$ cat src/hdl/csvt_pkg.sv
package csvt_pkg;

    localparam logic [7:0] CH_QUOTE = 8'h22;
    localparam logic [7:0] CH_COMMA = 8'h2C;
    localparam logic [7:0] CH_CR    = 8'h0D;
    localparam logic [7:0] CH_LF    = 8'h0A;

    typedef enum logic [1:0] {
        K_DATA = 2'd0,
        K_FEND = 2'd1,
        K_ERR  = 2'd2,
        K_DISC = 2'd3
    } t_kind;

    typedef enum logic [1:0] {
        E_LINE_BREAK  = 2'd0,
        E_MISPLACED_Q = 2'd1,
        E_AFTER_CLOSE = 2'd2,
        E_UNTERM_Q    = 2'd3
    } t_err;

    typedef struct packed {
        t_kind      kind;
        logic [7:0] out_byte;
        t_err       err_code;
        logic       end_of_record;
    } t_res;

    typedef struct packed {
        logic [1:0] count;
        t_res       res0;
        t_res       res1;
    } t_push;

    function automatic t_res mk_res(t_kind kind, logic [7:0] b, t_err code, logic eor);
        t_res r;
        r.kind          = kind;
        r.out_byte      = b;
        r.err_code      = code;
        r.end_of_record = eor;
        return r;
    endfunction

endpackage

$ cat src/hdl/csvt_parse.sv
module csvt_parse
    import csvt_pkg::*;
(
    input  logic       i_clk,
    input  logic       i_rst_n,
    input  logic       i_accept,
    input  logic [7:0] i_byte,
    input  logic       i_has_byte,
    input  logic       i_last,
    output t_push      o_push
);

    logic r_in_quotes, r_quote_pending, r_field_quoted, r_field_content, r_discarding;
    logic n_in_quotes, n_quote_pending, n_field_quoted, n_field_content, n_discarding;

    always_comb begin
        logic       done;
        logic       err_v;
        t_err       err_c;
        logic [1:0] cnt;
        t_res       r0;
        t_res       r1;
        t_res       nr;
        logic       have_new;
        done            = 1'b0;
        err_v           = 1'b0;
        err_c           = E_LINE_BREAK;
        cnt             = 2'd0;
        r0              = '0;
        r1              = '0;
        nr              = '0;
        have_new        = 1'b0;
        n_in_quotes     = r_in_quotes;
        n_quote_pending = r_quote_pending;
        n_field_quoted  = r_field_quoted;
        n_field_content = r_field_content;
        n_discarding    = r_discarding;

        if (r_discarding) begin
            if (i_last) begin
                r0 = mk_res(K_DISC, 8'd0, E_LINE_BREAK, 1'b1);
                cnt = 2'd1;
                n_in_quotes     = 1'b0;
                n_quote_pending = 1'b0;
                n_field_quoted  = 1'b0;
                n_field_content = 1'b0;
                n_discarding    = 1'b0;
            end
        end else begin
            if (i_has_byte) begin
                if (r_quote_pending) begin
                    n_quote_pending = 1'b0;
                    if (i_byte == CH_QUOTE) begin
                        nr = mk_res(K_DATA, CH_QUOTE, E_LINE_BREAK, 1'b0);
                        have_new = 1'b1;
                        n_field_content = 1'b1;
                        done = 1'b1;
                    end else begin
                        n_in_quotes = 1'b0;
                    end
                end
                if (!done) begin
                    if (n_in_quotes) begin
                        if (i_byte == CH_QUOTE) begin
                            n_quote_pending = 1'b1;
                        end else begin
                            nr = mk_res(K_DATA, i_byte, E_LINE_BREAK, 1'b0);
                            have_new = 1'b1;
                            n_field_content = 1'b1;
                        end
                    end else if (i_byte == CH_CR || i_byte == CH_LF) begin
                        err_v = 1'b1;
                        err_c = E_LINE_BREAK;
                    end else if (i_byte == CH_QUOTE) begin
                        if (r_field_content) begin
                            err_v = 1'b1;
                            err_c = E_MISPLACED_Q;
                        end else begin
                            n_in_quotes    = 1'b1;
                            n_field_quoted = 1'b1;
                        end
                    end else if (i_byte == CH_COMMA) begin
                        nr = mk_res(K_FEND, 8'd0, E_LINE_BREAK, 1'b0);
                        have_new = 1'b1;
                        n_field_content = 1'b0;
                        n_field_quoted  = 1'b0;
                    end else if (r_field_quoted) begin
                        err_v = 1'b1;
                        err_c = E_AFTER_CLOSE;
                    end else begin
                        nr = mk_res(K_DATA, i_byte, E_LINE_BREAK, 1'b0);
                        have_new = 1'b1;
                        n_field_content = 1'b1;
                    end
                end
            end

            if (have_new) begin
                r0 = nr;
                cnt = 2'd1;
            end

            if (err_v) begin
                r0 = mk_res(K_ERR, 8'd0, err_c, i_last);
                cnt = 2'd1;
                n_in_quotes     = 1'b0;
                n_quote_pending = 1'b0;
                n_field_quoted  = 1'b0;
                n_field_content = 1'b0;
                n_discarding    = !i_last;
            end else if (i_last) begin
                if (n_in_quotes && !n_quote_pending) begin
                    nr = mk_res(K_ERR, 8'd0, E_UNTERM_Q, 1'b1);
                end else begin
                    nr = mk_res(K_FEND, 8'd0, E_LINE_BREAK, 1'b1);
                end
                if (cnt == 2'd0) begin
                    r0 = nr;
                end else begin
                    r1 = nr;
                end
                cnt = cnt + 2'd1;
                n_in_quotes     = 1'b0;
                n_quote_pending = 1'b0;
                n_field_quoted  = 1'b0;
                n_field_content = 1'b0;
                n_discarding    = 1'b0;
            end
        end

        o_push.count = i_accept ? cnt : 2'd0;
        o_push.res0  = r0;
        o_push.res1  = r1;
    end

    always_ff @(posedge i_clk) begin
        if (!i_rst_n) begin
            r_in_quotes     <= 1'b0;
            r_quote_pending <= 1'b0;
            r_field_quoted  <= 1'b0;
            r_field_content <= 1'b0;
            r_discarding    <= 1'b0;
        end else if (i_accept) begin
            r_in_quotes     <= n_in_quotes;
            r_quote_pending <= n_quote_pending;
            r_field_quoted  <= n_field_quoted;
            r_field_content <= n_field_content;
            r_discarding    <= n_discarding;
        end
    end

endmodule

$ cat src/hdl/csvt_outq.sv
module csvt_outq
    import csvt_pkg::*;
(
    input  logic       i_clk,
    input  logic       i_rst_n,
    input  t_push      i_push,
    input  logic       i_pop_ready,
    output logic       o_space,
    output logic       o_valid,
    output t_res       o_head,
    output logic [1:0] o_count
);

    t_res       r_q [3];
    logic [1:0] r_cnt;
    t_res       n_q [3];
    logic [1:0] n_cnt;

    always_comb begin
        logic       pop;
        logic [1:0] base;
        pop = (r_cnt != 2'd0) && i_pop_ready;
        n_q[0] = r_q[0];
        n_q[1] = r_q[1];
        n_q[2] = r_q[2];
        if (pop) begin
            n_q[0] = r_q[1];
            n_q[1] = r_q[2];
        end
        base = r_cnt - {1'b0, pop};
        if (i_push.count != 2'd0) begin
            n_q[base] = i_push.res0;
        end
        if (i_push.count == 2'd2) begin
            n_q[2'(base + 2'd1)] = i_push.res1;
        end
        n_cnt = base + i_push.count;
    end

    always_ff @(posedge i_clk) begin
        r_q[0] <= n_q[0];
        r_q[1] <= n_q[1];
        r_q[2] <= n_q[2];
        if (!i_rst_n) begin
            r_cnt <= 2'd0;
        end else begin
            r_cnt <= n_cnt;
        end
    end

    assign o_space = (r_cnt <= 2'd1);
    assign o_valid = (r_cnt != 2'd0);
    assign o_head  = r_q[0];
    assign o_count = r_cnt;

endmodule

$ cat src/hdl/csv_field_tokenizer_core.sv
// csv field tokenizer: splits one record's bytes into unescaped field bytes,
// field-end marks and error reports.
// slave channel: one transfer per item; tdata is the byte, tuser says
// the byte is present (low for an item with no byte, such as an empty
// record's closing item), tlast marks the final item of the record.
// master channel: tuser is the result kind (data, field end, error, end of
// discarded record), tdata carries the byte and error code, tlast ends the
// record.
// the results of an item are registered in the result queue before they leave.
// throughput: one item per cycle while each item gives at most one result and
// the master is ready; two results from one item (a byte, then the closing
// result) drop tready until one drains. the rate is set by the three-entry
// result queue, which takes an item whenever it holds at most one result.
// reset: all parse flags clear and the result queue empties.
// stall: while the master side is held, the queue fills and the slave tready
// drops once two results wait; nothing is lost.
module csv_field_tokenizer_core
    import csvt_pkg::*;
(
    input  logic        i_clk,
    input  logic        i_rst_n,
    input  logic        i_s_axis_tvalid,
    output logic        o_s_axis_tready,
    input  logic [7:0]  i_s_axis_tdata,  // [7:0] in_byte
    input  logic        i_s_axis_tuser,  // [0] has_byte
    input  logic        i_s_axis_tlast,
    output logic        o_m_axis_tvalid,
    input  logic        i_m_axis_tready,
    output logic [15:0] o_m_axis_tdata,  // [7:0] out_byte, [9:8] err_code, rest zero
    output logic [1:0]  o_m_axis_tuser,  // [1:0] kind
    output logic        o_m_axis_tlast
);

    logic       accept;
    logic       space;
    t_push      push;
    t_res       head;
    logic [1:0] q_count;

    assign accept          = i_s_axis_tvalid && space;
    assign o_s_axis_tready = space;

    csvt_parse u_parse (
        .i_clk      (i_clk),
        .i_rst_n    (i_rst_n),
        .i_accept   (accept),
        .i_byte     (i_s_axis_tdata),
        .i_has_byte (i_s_axis_tuser),
        .i_last     (i_s_axis_tlast),
        .o_push     (push)
    );

    csvt_outq u_outq (
        .i_clk       (i_clk),
        .i_rst_n     (i_rst_n),
        .i_push      (push),
        .i_pop_ready (i_m_axis_tready),
        .o_space     (space),
        .o_valid     (o_m_axis_tvalid),
        .o_head      (head),
        .o_count     (q_count)
    );

    assign o_m_axis_tdata = {6'd0, head.err_code, head.out_byte};
    assign o_m_axis_tuser = head.kind;
    assign o_m_axis_tlast = head.end_of_record;

    a_push_fits: assert property (@(posedge i_clk) disable iff (!i_rst_n)
        (push.count != 2'd0) |-> (q_count <= 2'd1))
        else $error("results pushed into a full queue");

    a_data_not_last: assert property (@(posedge i_clk) disable iff (!i_rst_n)
        (o_m_axis_tvalid && o_m_axis_tuser == K_DATA) |-> !o_m_axis_tlast)
        else $error("data byte marked as end of record");

    a_code_only_err: assert property (@(posedge i_clk) disable iff (!i_rst_n)
        (o_m_axis_tvalid && o_m_axis_tuser != K_ERR) |-> (o_m_axis_tdata[9:8] == 2'd0))
        else $error("error code on a non-error result");

    a_two_needs_last: assert property (@(posedge i_clk) disable iff (!i_rst_n)
        (push.count == 2'd2) |-> (i_s_axis_tlast && push.res1.end_of_record))
        else $error("two results from an item that does not end the record");

endmodule

$ cat config.mk
export PLATFORM = sky130hd
export DESIGN_NAME = csv_field_tokenizer_core
export DESIGN_NICKNAME = d
export VERILOG_FILES = /design/src/hdl/csvt_pkg.sv /design/src/hdl/csvt_parse.sv /design/src/hdl/csvt_outq.sv /design/src/hdl/csv_field_tokenizer_core.sv
export SDC_FILE = /design/constraint.sdc
export NUM_CORES = 1
export LEC_CHECK = 0
export BUFFER_PORTS_ARGS = -buffer_cell sky130_fd_sc_hd__buf_2
export CAP_MARGIN = 20
export CORE_MARGIN = 3
export CORE_UTILIZATION = 60
export CTS_CLUSTER_SIZE = 14
export DETAILED_ROUTE_END_ITERATION = 10
export PLACE_DENSITY = 0.81
export SYNTH_ARGS = -nofsm -noshare
export SYNTH_HDL_FRONTEND = slang
export SYNTH_SLANG_ARGS = --single-unit
$ cat constraint.sdc
create_clock -name i_clk -period 6.2 [get_ports i_clk]
set_clock_uncertainty 0.2 [all_clocks]
set_input_delay 1.24 -clock i_clk [delete_from_list [all_inputs] [get_ports i_clk]]
set_output_delay 1.24 -clock i_clk [all_outputs]
set_load 0.03 [all_outputs]
======== Word-level counts from Yosys, hierarchy flattened ========
Memories as Yosys holds them, arrays and structs flattened.
Cells that the tools add are included.
word-level totals
  bits in registers ....................... 7
  bits in latches ......................... 0
  RAM bits ................................ 39
  bits in read-only memories .............. 0
  input port bits ......................... 14
  output and inout bits ................... 21
  word-level logic and storage cells ...... 159
  memories ................................ 1
cells by class
  add/sub/neg operators ................... 4
  $mul .................................... 0
  divide/modulo/power cells ............... 0
  $lt $le $gt $ge ......................... 5
  equality and inequality tests ........... 10
  shifts and indexed selects .............. 0
  multiplexer cells ....................... 115
  bitwise operators ....................... 2
  reductions and logical operators ........ 16
memories
  name        words  width  rd ports  clocked after memory_dff  wr ports  line             RTL
  u_outq.r_q  3      13     3         0                         3         csvt_outq.sv:14  t_res r_q [3];
operator list
  kind                 count
  $mux 13              22
  $bwmux 39            2
  $mux 39              2
  $mux 1               73
  $demux 13 s2         2
  $mux 26              1
  $mux 2               12
  $eq 8x4->1 const B   2
  $eq 8x6->1 const B   2
  $mux 9               1
  $ne 3x3->1 const B   3
  $reduce_and 8->1     1
  $ge 3x3->1 const B   2
  $lt 3x1->1 const B   2
  $not 2->3            2
  $logic_and 1x1->1    5
  $add 2x1->2 const B  2
  $ne 4x4->1 const B   1
  $reduce_bool 2->1    2
  $reduce_bool 4->1    1
  $reduce_and 3->1     1
  $reduce_bool 3->1    1
  $add 2x2->2          1
  $eq 2x2->1 const B   1
  7 further kinds      8

======== Depth between registers and ports, before layout ========
Gate-level depths: netlist (run 1).
  depth in word-level cells ............... 22
  gate-level depth with buffers ........... 14
  mapped depth without buffers ............ 11

======== Hierarchy ========
Synthesis (run 1) repeated with hierarchy kept, for this count alone.
second synthesis, totals
  cells, all modules ...................... 402
  area total of the unflattened synthesis .. 3228.1 um^2
by module, submodules not included
  module                    instances  cells an instance  area each (um^2)  sequential area each (um^2)
  csvt_outq                 1          260                2214.6            820.8
  csvt_parse                1          134                958.4             100.1
  csv_field_tokenizer_core  1          8                  55.1              0.0

======== Least setup slack after synthesis (run 1) ========
No wires, ideal clock.
  kind .................................... input -> register
  start point ............................. input port i_s_axis_tdata[7]
  end point ............................... memory u_outq.r_q[0][13] (netlist bit)
  library setup time ...................... 0.134 ns
  data arrival time ....................... 4.325 ns
  required time ........................... 5.866 ns
  path slack .............................. 1.541 ns
  stages on the path ...................... 14
  path through ............................ nor3_1 > buf_4 > o2111a_1 > o211ai_2 > and2_1 > clkbuf_2 > buf_2 > ha_1 > or3_4 > a2111oi_2 > nor2b_1 > buf_6 > a2111oi_0 > a21oi_1
RTL lines
  element      line                            RTL
  from (decl)  csv_field_tokenizer_core.sv:24  input logic [7:0] i_s_axis_tdata,
  to (decl)    csvt_outq.sv:14

==> results of run 1 <==
-- power by group through the flow --
| stage | Sequential [W] | Clock [W] | Combinational [W] |
|---|---|---|---|
| after detailed placement | 0.000488 | 0 | 0.000632 |
| final | 0.000484 | 0.000191 | 0.000639 |
| after CTS | 0.000483 | 0.000194 | 0.000636 |
| after floorplan | 0.000480 | 0 | 0.000558 |
| after global placement | 0.000486 | 0 | 0.000617 |
| after global routing | 0.000497 | 0.000209 | 0.000697 |
-- Yosys cell counts (2+ instances only) --
master and number:
buf_2 8, buf_4 23, nor3_1 9, and2_1 4, o21ai_2 2, a21oi_1 8
nor2_1 6, a211o_1 3, xor2_1 2, ha_1 4, inv_1 10, mux2i_1 3
nor4_1 4, o211a_1 3, nor2b_1 7, nand2_1 67, dfxtp_1 46, o31ai_1 11
o22ai_1 8, a2111oi_4 2, nand3_1 6, a211oi_1 17, buf_6 5, and3_1 28
a31oi_1 2, clkbuf_1 11, a211oi_2 13, nand4_2 4, o211ai_1 3, a22oi_1 2
o21ai_0 8, nand2b_1 2, a2111oi_0 2, nand4_1 11
-- cells by family after synthesis --
kind of cell | count (synthesis)
other | 1
adder cells (fa/ha/maj) | 4
flip-flops | 46
AND/OR/NAND/NOR | 159
AO/OA/AOI/OAI | 102
buffers and inverters | 59
multiplexers | 3
XOR/XNOR | 2
-- flip-flops by register name, indices dropped and copies added, names as in the netlist --
signal / cells
u_parse.r_discarding: 1
u_parse.r_quote_pending: 1
u_parse.r_field_quoted: 1
u_outq.o_count: 2
u_parse.r_field_content: 1
u_parse.r_in_quotes: 1
u_outq.r_q: 39
-- per-stage QoR --
| stage | hold slack [ns] | worst slack (ns) | utilization (%) |
|---|---|---|---|
| 2_1_floorplan | 0.2486 | 1.541 | - |
| 3_3_place_gp | 0.2587 | 1.066 | 63.87 |
| 3_5_place_dp | 0.2644 | 0.8990 | 63.87 |
| 4_1_cts | 0.2786 | 1.186 | 65.77 |
| 5_1_grt | 0.3029 | 0.7332 | 65.77 |
| 6_report | 0.2808 | 1.131 | 65.77 |
-- layout by cell type (no fill, tap or decap), types with 4 or more instances in the layout --
cell type,n
a211oi_1,17
a211oi_2,13
a21oi_1,8
and2_1,4
and3_1,28
buf_2,28
buf_4,6
clkbuf_8,5
conb_1,6
dfxtp_1,46
ha_1,4
inv_1,10
nand2_1,67
nand3_1,6
nand4_1,11
nand4_2,4
nor2_1,6
nor2b_1,7
nor3_1,9
o21ai_0,8
o22ai_1,8
o31ai_1,11
-- layer usage --
metal / track usage, % / wire length (um) / vias to the layer above / part of all wire [%]
li1: - / - / 1365 / -
met1: 35.30 / 3436 / 1297 / 45
met2: 39.55 / 3418 / 146 / 45
met3: 4.243 / 613 / 16 / 8.0
met4: 9.266 / 150 / 0 / 2.0
met5: 0 / 0 / - / 0
-- worst paths after layout --
path | startpoint | endpoint | slack (ns) | depth (start not counted)
hold / removal | u_outq.r_q[0][31]$_DFF_P_ | u_outq.r_q[0][31]$_DFF_P_ | 0.28 | 2
setup reg to reg | u_parse.r_quote_pending$_SDFFE_PN0P_ | u_outq.r_q[0][36]$_DFF_P_ | 1.99 | 10
setup / recovery | i_s_axis_tdata[5] | u_outq.r_q[0][36]$_DFF_P_ | 1.13 | 11
hold reg to reg | u_outq.r_q[0][31]$_DFF_P_ | u_outq.r_q[0][31]$_DFF_P_ | 0.28 | 2
-- worst register-to-register path, cell delays in order (launching register included) --
cell       delay [ns]
dfxtp_1          0.60
and4bb_1         0.32
o211ai_1         0.11
o211ai_2         0.17
and2_1           0.55
ha_1             0.38
or3_4            0.43
a2111oi_2        0.42
or2_1            0.59
nand2_1          0.16
o22ai_1          0.21
-- area by class of cell --
type                    count  share of cell area, %
multi-input cells         276                  58.75
well taps                  67                  2.612
repair buffers             34                  5.770
clock inverters             3                 0.7407
inverters                  11                  1.287
flip-flops and latches     46                  28.69
clock buffers               5                  2.144
==> run metrics, run 1 <==
crit path max fanout=20; Max stage delay on crit path=a little under 0.6 ns; complex-gate fraction of the synthesized area=between 20% and 30%; CP arrival=between 5 and 6 ns; largest family of logic cells by synthesized area=compound AO/OA/AOI/OAI gates; Crit Path Class=in -> reg; P_sw=approximately 0.00056 W; CTS clock-pin slew for the worst setup and hold paths=approximately 0.090 ns; Synth Area in XOR/XNOR=less than 1%; Ant. Diodes=0; synth top area cells=dfxtp_1 (29%), nand2_1 (8.0%), and3_1 (5.6%), buf_4 (5.5%), a211oi_2 (5.2%); Die W=between 70 and 80 um; via count of the routed design=2824; Worst slew margin=32.36%; DR iter-0 viols=approximately 290; Internal=0.0007569 W; outcome=finished, final reports clean; # hold bufs at CTS=0; Final Hold Fails=0; Area Growth Syn to Fin=2.273%; register bit total from synthesis=46; final non-filler cell total=~440; ys flop type=dfxtp_1; NumNets Final=just under 400; Static Leakage=1.257 nW; YS warnings=0; Post-synth ARST share=0%; worst path buffer plus inverter count=1; top cell type's share of synthesized area=29.35%; post_cts resized=0; initial antenna violation count=0; Pwr Total=0.001314 W; Clk pwr share=14.5%; I/O Buffers=28; global-route wire length before repair=about 13 mm; Final min period=around 5.1 ns; DRC viols=0; syn_area_per_cell=around 8.3 um^2; Critical Path RT=between 6 and 7 ns; vias in the first global route=2522; Die ar.=around 0.0061 mm^2; Combinational Power Share=between 40% and 50%; drt pass-1 iters=5; worst hold path type=reg -> reg; crit share post-route=between 80% and 90%; Max Clk Rate=roughly 200 MHz; CTS Buf Count=5; crit-path leading delay family=simple AND/OR/NAND/NOR gates; EDFF count, synth=0; Boundary Pins=35; Initial Util=about 64%; layout cells sized above 1=~20%; maximum capacitance violations=0; Routed Antenna Nets=0; drt wl/cell=approximately 17 um; CP max-delay cell=or2_1; Worst Tran Pin Value=1.012 ns; Final setup viols=0; Post-Route Setup TNS=0 ns; core area=~0.0049 mm^2; FP Rows=25; dpl cells=around 430; area leader, netlist=dfxtp_1; dpl hpwl=5.284 mm; unrepaired setup endpoints after global routing=no; adder-cell share of the synthesized area=1.595%; post-synthesis simple-gate area fraction=between 20% and 30%; worst skew pair latency=about 0.3 ns; GPL Wtd Cong=0.9160; Max Root-Sink Buffers=2; DP Area=~0.0031 mm^2; fin. max-slew vios=0; mux share of post-synthesis cell area=0.9569%; worst path cell trace=buf_2 -> nor2b_1 -> nand3_1 -> o21a_1 -> and2_1 -> ha_1 -> or3_4 -> a2111oi_2 -> or2_1 -> nand2_1 -> o22ai_1; startpoint class of the critical path=input port; Reg area=920.9 um^2; Sw Ratio=a little over two fifths; Sink Count=46; peak supply drop=around 0.32 mV; via/cell ratio=between 6 and 7; H-tree depth=2; Mapped Area=about 0.0031 mm^2; synth unique cells=between 60 and 70; Die Y=around 78 um; CTS root buf=clkbuf_8; Post-CTS Setup Repair Bufs=0; Final Instance Area=0.003209 mm^2; sequential power share=between 30% and 40%; largest net degree at the start of global routing=28; area of the multi-input gates=~0.0019 mm^2; Worst setup EP type=flop; Power Density=409.3 mW/mm^2; Final Routed Wirelength=~7.6 mm; Seq/Total Area, Yosys=between 20% and 30%; GRT Util Overall=25.39%; CTS tree=yes; Mapped Cells=376; GRT Residual Overflow=0; number of fill cells=413
Power figures use the tool's default switching activity.
==> run 2, diff against run 1 <==
--- a/config.mk
+++ b/config.mk
@@ -8,10 +8,10 @@
 export BUFFER_PORTS_ARGS = -buffer_cell sky130_fd_sc_hd__buf_2
 export CAP_MARGIN = 20
 export CORE_MARGIN = 3
-export CORE_UTILIZATION = 60
+export CORE_UTILIZATION = 53
 export CTS_CLUSTER_SIZE = 14
 export DETAILED_ROUTE_END_ITERATION = 10
-export PLACE_DENSITY = 0.81
+export PLACE_DENSITY = 0.76
 export SYNTH_ARGS = -nofsm -noshare
 export SYNTH_HDL_FRONTEND = slang
 export SYNTH_SLANG_ARGS = --single-unit
==> constraint.sdc (replaced) <==
create_clock -name i_clk -period 4.4 [get_ports i_clk]
set_clock_uncertainty 0.2 [all_clocks]
set_input_delay 0.88 -clock i_clk [delete_from_list [all_inputs] [get_ports i_clk]]
set_output_delay 0.88 -clock i_clk [all_outputs]
set_load 0.03 [all_outputs]
==> run metrics, run 2 (synthesis gave the netlist of run 1 again) <==
post_cts resized=0; CP arrival=~4.0 ns; Sink Count=46; global-route wire length before repair=~13 mm; Largest Register=u_outq.r_q; CTS tree=yes; initial antenna violation count=0; reg2reg setup slack=0.84 ns; RR Startpoint=u_parse.r_quote_pending$_SDFFE_PN0P_; via count of the routed design=2891; vias in the first global route=2768; Area Growth Syn to Fin=5.503%; Die W=between 80 and 90 um; worst skew pair latency=slightly above 0.3 ns; core area=0.005608 mm^2; CTS Buf Count=5; Static Leakage=around 1.3 nW; drt wl/cell=approximately 17 um; GRT Util Overall=between 20% and 30%; Die Y=roughly 83 um; Hold WS=0.2789 ns; dpl hpwl=5.499 mm; Worst slew margin=between 40% and 50%; drt pass-1 iters=5; GRT Residual Overflow=0; I/O Buffers=28; unrepaired setup endpoints after global routing=no; peak supply drop=0.3392 mV; outcome=finished, final reports clean; Die ar.=roughly 0.0069 mm^2; Max Clk Rate=~250 MHz; Post-CTS Setup Repair Bufs=0; worst hold path type=reg -> reg; Crit Path Class=in -> reg; Worst setup EP type=flop; fin. max-slew vios=0; Routed Antenna Nets=0; commonest non-fill, non-tap cell in the layout=nand2_1; H-tree depth=2; Final Hold Fails=0; Final Routed Wirelength=around 7.9 mm; Worst Tran Pin Value=0.8634 ns; most frequent cells in the layout=nand2_1 (67), dfxtp_1 (46), and3_1 (28), buf_2 (28), a211oi_1 (17); path depth of the worst reg2reg path=11; Boundary Pins=35; via/cell ratio=between 6 and 7; # hold bufs at CTS=0; Critical Path RT=4.43 ns; DRC viols=0; maximum capacitance violations=0; NumNets Final=between 400 and 500; DR iter-0 viols=between 300 and 400; Max Root-Sink Buffers=2; GPL Wtd Cong=a little over 0.9; Final min period=3.983 ns; largest net degree at the start of global routing=27; max reg flops=39; hold depth=2; Initial Util=a little under three fifths; Hold EP=u_outq.r_q[0][29]$_DFF_P_; crit path max fanout=16; crit share post-route=between 90% and 100%; CTS clock-pin slew for the worst setup and hold paths=0.09 ns; Ant. Diodes=0; FP Rows=27; Final setup viols=0; hold_sp=u_outq.r_q[0][29]$_DFF_P_; layout cells sized above 1=a little over a fifth; Post-Route Setup TNS=0 ns; r2r endpoint=u_outq.r_q[0][32]$_DFF_P_; startpoint class of the critical path=input port; Power Density=584.8 mW/mm^2; CTS root buf=clkbuf_8
run 2: changes by cell type in the layout (fill, tap and decap cells not counted), sizes merged:
| cell | previous run | this run |
|---|---|---|
| buf | 34 | 44 |
| clkinvlp | 2 | 0 |
| bufinv | 0 | 1 |
| clkinv | 1 | 2 |
run 2: how the worst max path moves through the flow:
stage | end | cells after the start | startpoint | slack, ns
2_1_floorplan | u_outq.r_q[0][13]$_DFF_P_ | 14 | i_s_axis_tdata[7] | 0.10
3_3_place_gp | u_outq.r_q[0][33]$_DFF_P_ | 13 | i_s_axis_tdata[7] | 0.31
3_5_place_dp | u_outq.r_q[0][32]$_DFF_P_ | 13 | i_s_axis_tdata[7] | 0.17
4_1_cts | u_outq.r_q[0][32]$_DFF_P_ | 13 | i_s_axis_tdata[7] | 0.49
5_1_grt | u_outq.r_q[0][29]$_DFF_P_ | 13 | i_s_axis_tdata[7] | 0.16
6_report | u_outq.r_q[0][32]$_DFF_P_ | 13 | i_s_axis_tdata[7] | 0.42
run 2: stage by stage:
stage               setup WS [ns]  area [um^2]  cells  power (W)  utilization, %
floorplan                  0.1009         3157    381   0.001462               -
global placement           0.3077         3198    449   0.001578           57.03
detailed placement         0.1664         3198    449   0.001604           57.03
CTS                        0.4858         3311    457   0.001936           59.04
global route               0.1649         3311    457   0.002066           59.04
finish                     0.4174         3311    457   0.001936           59.04
run 2: area by class of cell:
| class | instances | area, um^2 |
|---|---|---|
| Clock buffer | 5 | 68.82 |
| Clock inverter | 3 | 43.79 |
| Fill cell | 513 | 2297 |
| Inverter | 11 | 41.29 |
| Multi-Input combinational cell | 276 | 1886 |
| Sequential cell | 46 | 920.9 |
| Tap cell | 72 | 90.09 |
| Timing Repair Buffer | 44 | 260.3 |
run 2: metal layers:
layer / GRT usage (%) / routed length [um]
met1: 31.64 / 3522
met2: 36.30 / 3654
met3: 4.067 / 613
met4: 8.618 / 133
met5: 0 / 0
run 2: power by group:
part / internal (W) / total (W) / leakage, nW / switching, W
clock: 0.000171 / 0.000332 / 0.0585 / 0.000162
sequential: 0.000594 / 0.000679 / 0.383 / 0.0000843
combinational: 0.000377 / 0.000925 / 0.881 / 0.000548
total: 0.00114 / 0.00194 / 1.32 / 0.000794
run 2: worst max-delay path: stages:
cell,delay (ns)
buf_2,0.11
nor3_1,0.22
buf_4,0.22
nand3_1,0.18
o21a_1,0.28
and2_1,0.19
ha_1,0.32
or3_4,0.43
a2111oi_2,0.46
or2_1,0.28
buf_4,0.24
nand2_1,0.08
o22ai_1,0.14
==> run 3, diff against run 2 <==
==> constraint.sdc (replaced) <==
create_clock -name i_clk -period 4.4 [get_ports i_clk]
set_clock_uncertainty 0.2 [all_clocks]
set_input_delay 0.44 -clock i_clk [delete_from_list [all_inputs] [get_ports i_clk]]
set_output_delay 0.44 -clock i_clk [all_outputs]
set_load 0.03 [all_outputs]
==> run metrics, run 3 (synthesis gave the netlist of run 1 again) <==
outcome=finished, final reports clean; Area Growth Syn to Fin=4.625%; Post-Route Setup TNS=0 ns; r2r endpoint=u_outq.r_q[0][37]$_DFF_P_; peak supply drop=around 0.41 mV; Clk pwr share=between 10% and 20%; max reg flops=39; DR iter-0 viols=just under 300; dpl hpwl=~5.3 mm; most frequent cells in the layout=nand2_1 (67), dfxtp_1 (46), and3_1 (28), buf_2 (28), a211oi_1 (17); GRT Residual Overflow=0; P_sw=~0.00078 W; fin. max-slew vios=0; global-route wire length before repair=roughly 13 mm; Reg area=920.9 um^2; startpoint class of the critical path=input port; via count of the routed design=2887; maximum capacitance violations=0; Crit Path Class=in -> reg; Die Y=82.95 um; Combinational Power Share=around 49%; Worst setup EP type=flop; Internal=0.001079 W; CTS Buf Count=5; Ant. Diodes=0; sequential power share=between 30 and 40%; Max Clk Rate=267.4 MHz; Final min period=roughly 3.7 ns; layout cells sized above 1=21.61%; CTS tree=yes; reg2reg setup slack=0.88 ns; Sink Count=46; Boundary Pins=35; Worst Tran Pin Value=0.7780 ns; Largest Register=u_outq.r_q; number of fill cells=around 530; initial antenna violation count=0; CTS root buf=clkbuf_8; RR Startpoint=u_parse.r_quote_pending$_SDFFE_PN0P_; via/cell ratio=about 6.3; Die ar.=slightly below 0.007 mm^2; drt pass-1 iters=5; CTS clock-pin slew for the worst setup and hold paths=0.09 ns; final non-filler cell total=between 400 and 500; area of the multi-input gates=approximately 0.0019 mm^2; Post-CTS Setup Repair Bufs=0; commonest non-fill, non-tap cell in the layout=nand2_1; Final Routed Wirelength=approximately 7.7 mm; FP Rows=27; H-tree depth=2; vias in the first global route=around 2600; GRT Util Overall=21.95%; Initial Util=55.96%; Hold WS=0.2462 ns; Routed Antenna Nets=0; DP Area=~0.0032 mm^2; Power Density=approximately 570 mW/mm^2; Worst slew margin=48.03%; dpl cells=approximately 450; GPL Wtd Cong=0.8818; post_cts resized=0; Final Hold Fails=0; unrepaired setup endpoints after global routing=no; crit path max fanout=17; CP arrival=between 3 and 4 ns; # hold bufs at CTS=0; Sw Ratio=a little over two fifths; Critical Path RT=between 4 and 5 ns; hold_sp=i_s_axis_tdata[7]; Hold EP=u_outq.r_q[0][23]$_DFF_P_; Max Root-Sink Buffers=2; I/O Buffers=28; Static Leakage=between 1 and 1.5 nW; DRC viols=0; hold depth=3; worst hold path type=in -> reg; Final Instance Area=approximately 0.0033 mm^2; Final setup viols=0; drt wl/cell=roughly 17 um; path depth of the worst reg2reg path=12; NumNets Final=roughly 400; worst skew pair latency=around 0.3 ns; Die W=82.95 um; crit share post-route=84.98%; largest net degree at the start of global routing=28; core area=~0.0056 mm^2
[run 3: area by class of cell]
class                           instances  area share (%)
Clock inverter                          3          0.7241
Timing Repair Buffer                   43           7.698
Clock buffer                            5           2.096
Inverter                               11           1.258
Sequential cell                        46           28.05
Tap cell                               72           2.744
Multi-Input combinational cell        276           57.43
[run 3: worst max-delay path, cell delays in order]
cell,delay [ns]
buf_2,0.10
nor2b_1,0.63
nand3_1,0.20
o21a_1,0.26
and2_1,0.19
ha_1,0.32
or3_4,0.43
a2111oi_2,0.43
or2_1,0.24
buf_4,0.23
a211oi_2,0.05
o31ai_1,0.24
[run 3: how the worst max path moves through the flow]
stage          slack [ns]                         to               from  cells past startpoint
6_report             0.66  u_outq.r_q[0][37]$_DFF_P_  i_s_axis_tdata[5]                     12
4_1_cts              0.71  u_outq.r_q[0][37]$_DFF_P_  i_s_axis_tdata[5]                     12
3_5_place_dp         0.39  u_outq.r_q[0][37]$_DFF_P_  i_s_axis_tdata[5]                     12
3_3_place_gp         0.56  u_outq.r_q[0][37]$_DFF_P_  i_s_axis_tdata[5]                     12
5_1_grt              0.40   u_outq.r_q[0][0]$_DFF_P_  i_s_axis_tdata[5]                     11
2_1_floorplan        0.54  u_outq.r_q[0][13]$_DFF_P_  i_s_axis_tdata[7]                     14
[run 3: routing by layer]
layer  share of wire [%]  wire (um)  GRT usage, %
met1                  44       3435         31.02
met3                 8.9        686         4.067
met2                  46       3529         34.18
met4                 1.0         78         6.092
met5                   0          0             0
[run 3: stage by stage]
stage / worst slack [ns] / util [%] / power [W]
4_1_cts: 0.7093 / 58.55 / 0.001863
3_3_place_gp: 0.5566 / 56.89 / 0.001568
2_1_floorplan: 0.5409 / - / 0.001462
5_1_grt: 0.4038 / 58.55 / 0.002001
3_5_place_dp: 0.3890 / 56.89 / 0.001591
6_report: 0.6609 / 58.55 / 0.001861
[run 3: power groups by stage]
stage | clock, W | sequential [W] | combinational (W)
2_1_floorplan | 0 | 0.000676 | 0.000786
3_3_place_gp | 0 | 0.000683 | 0.000886
4_1_cts | 0.000277 | 0.000676 | 0.000910
6_report | 0.000271 | 0.000676 | 0.000913
3_5_place_dp | 0 | 0.000685 | 0.000906
5_1_grt | 0.000296 | 0.000699 | 0.00101
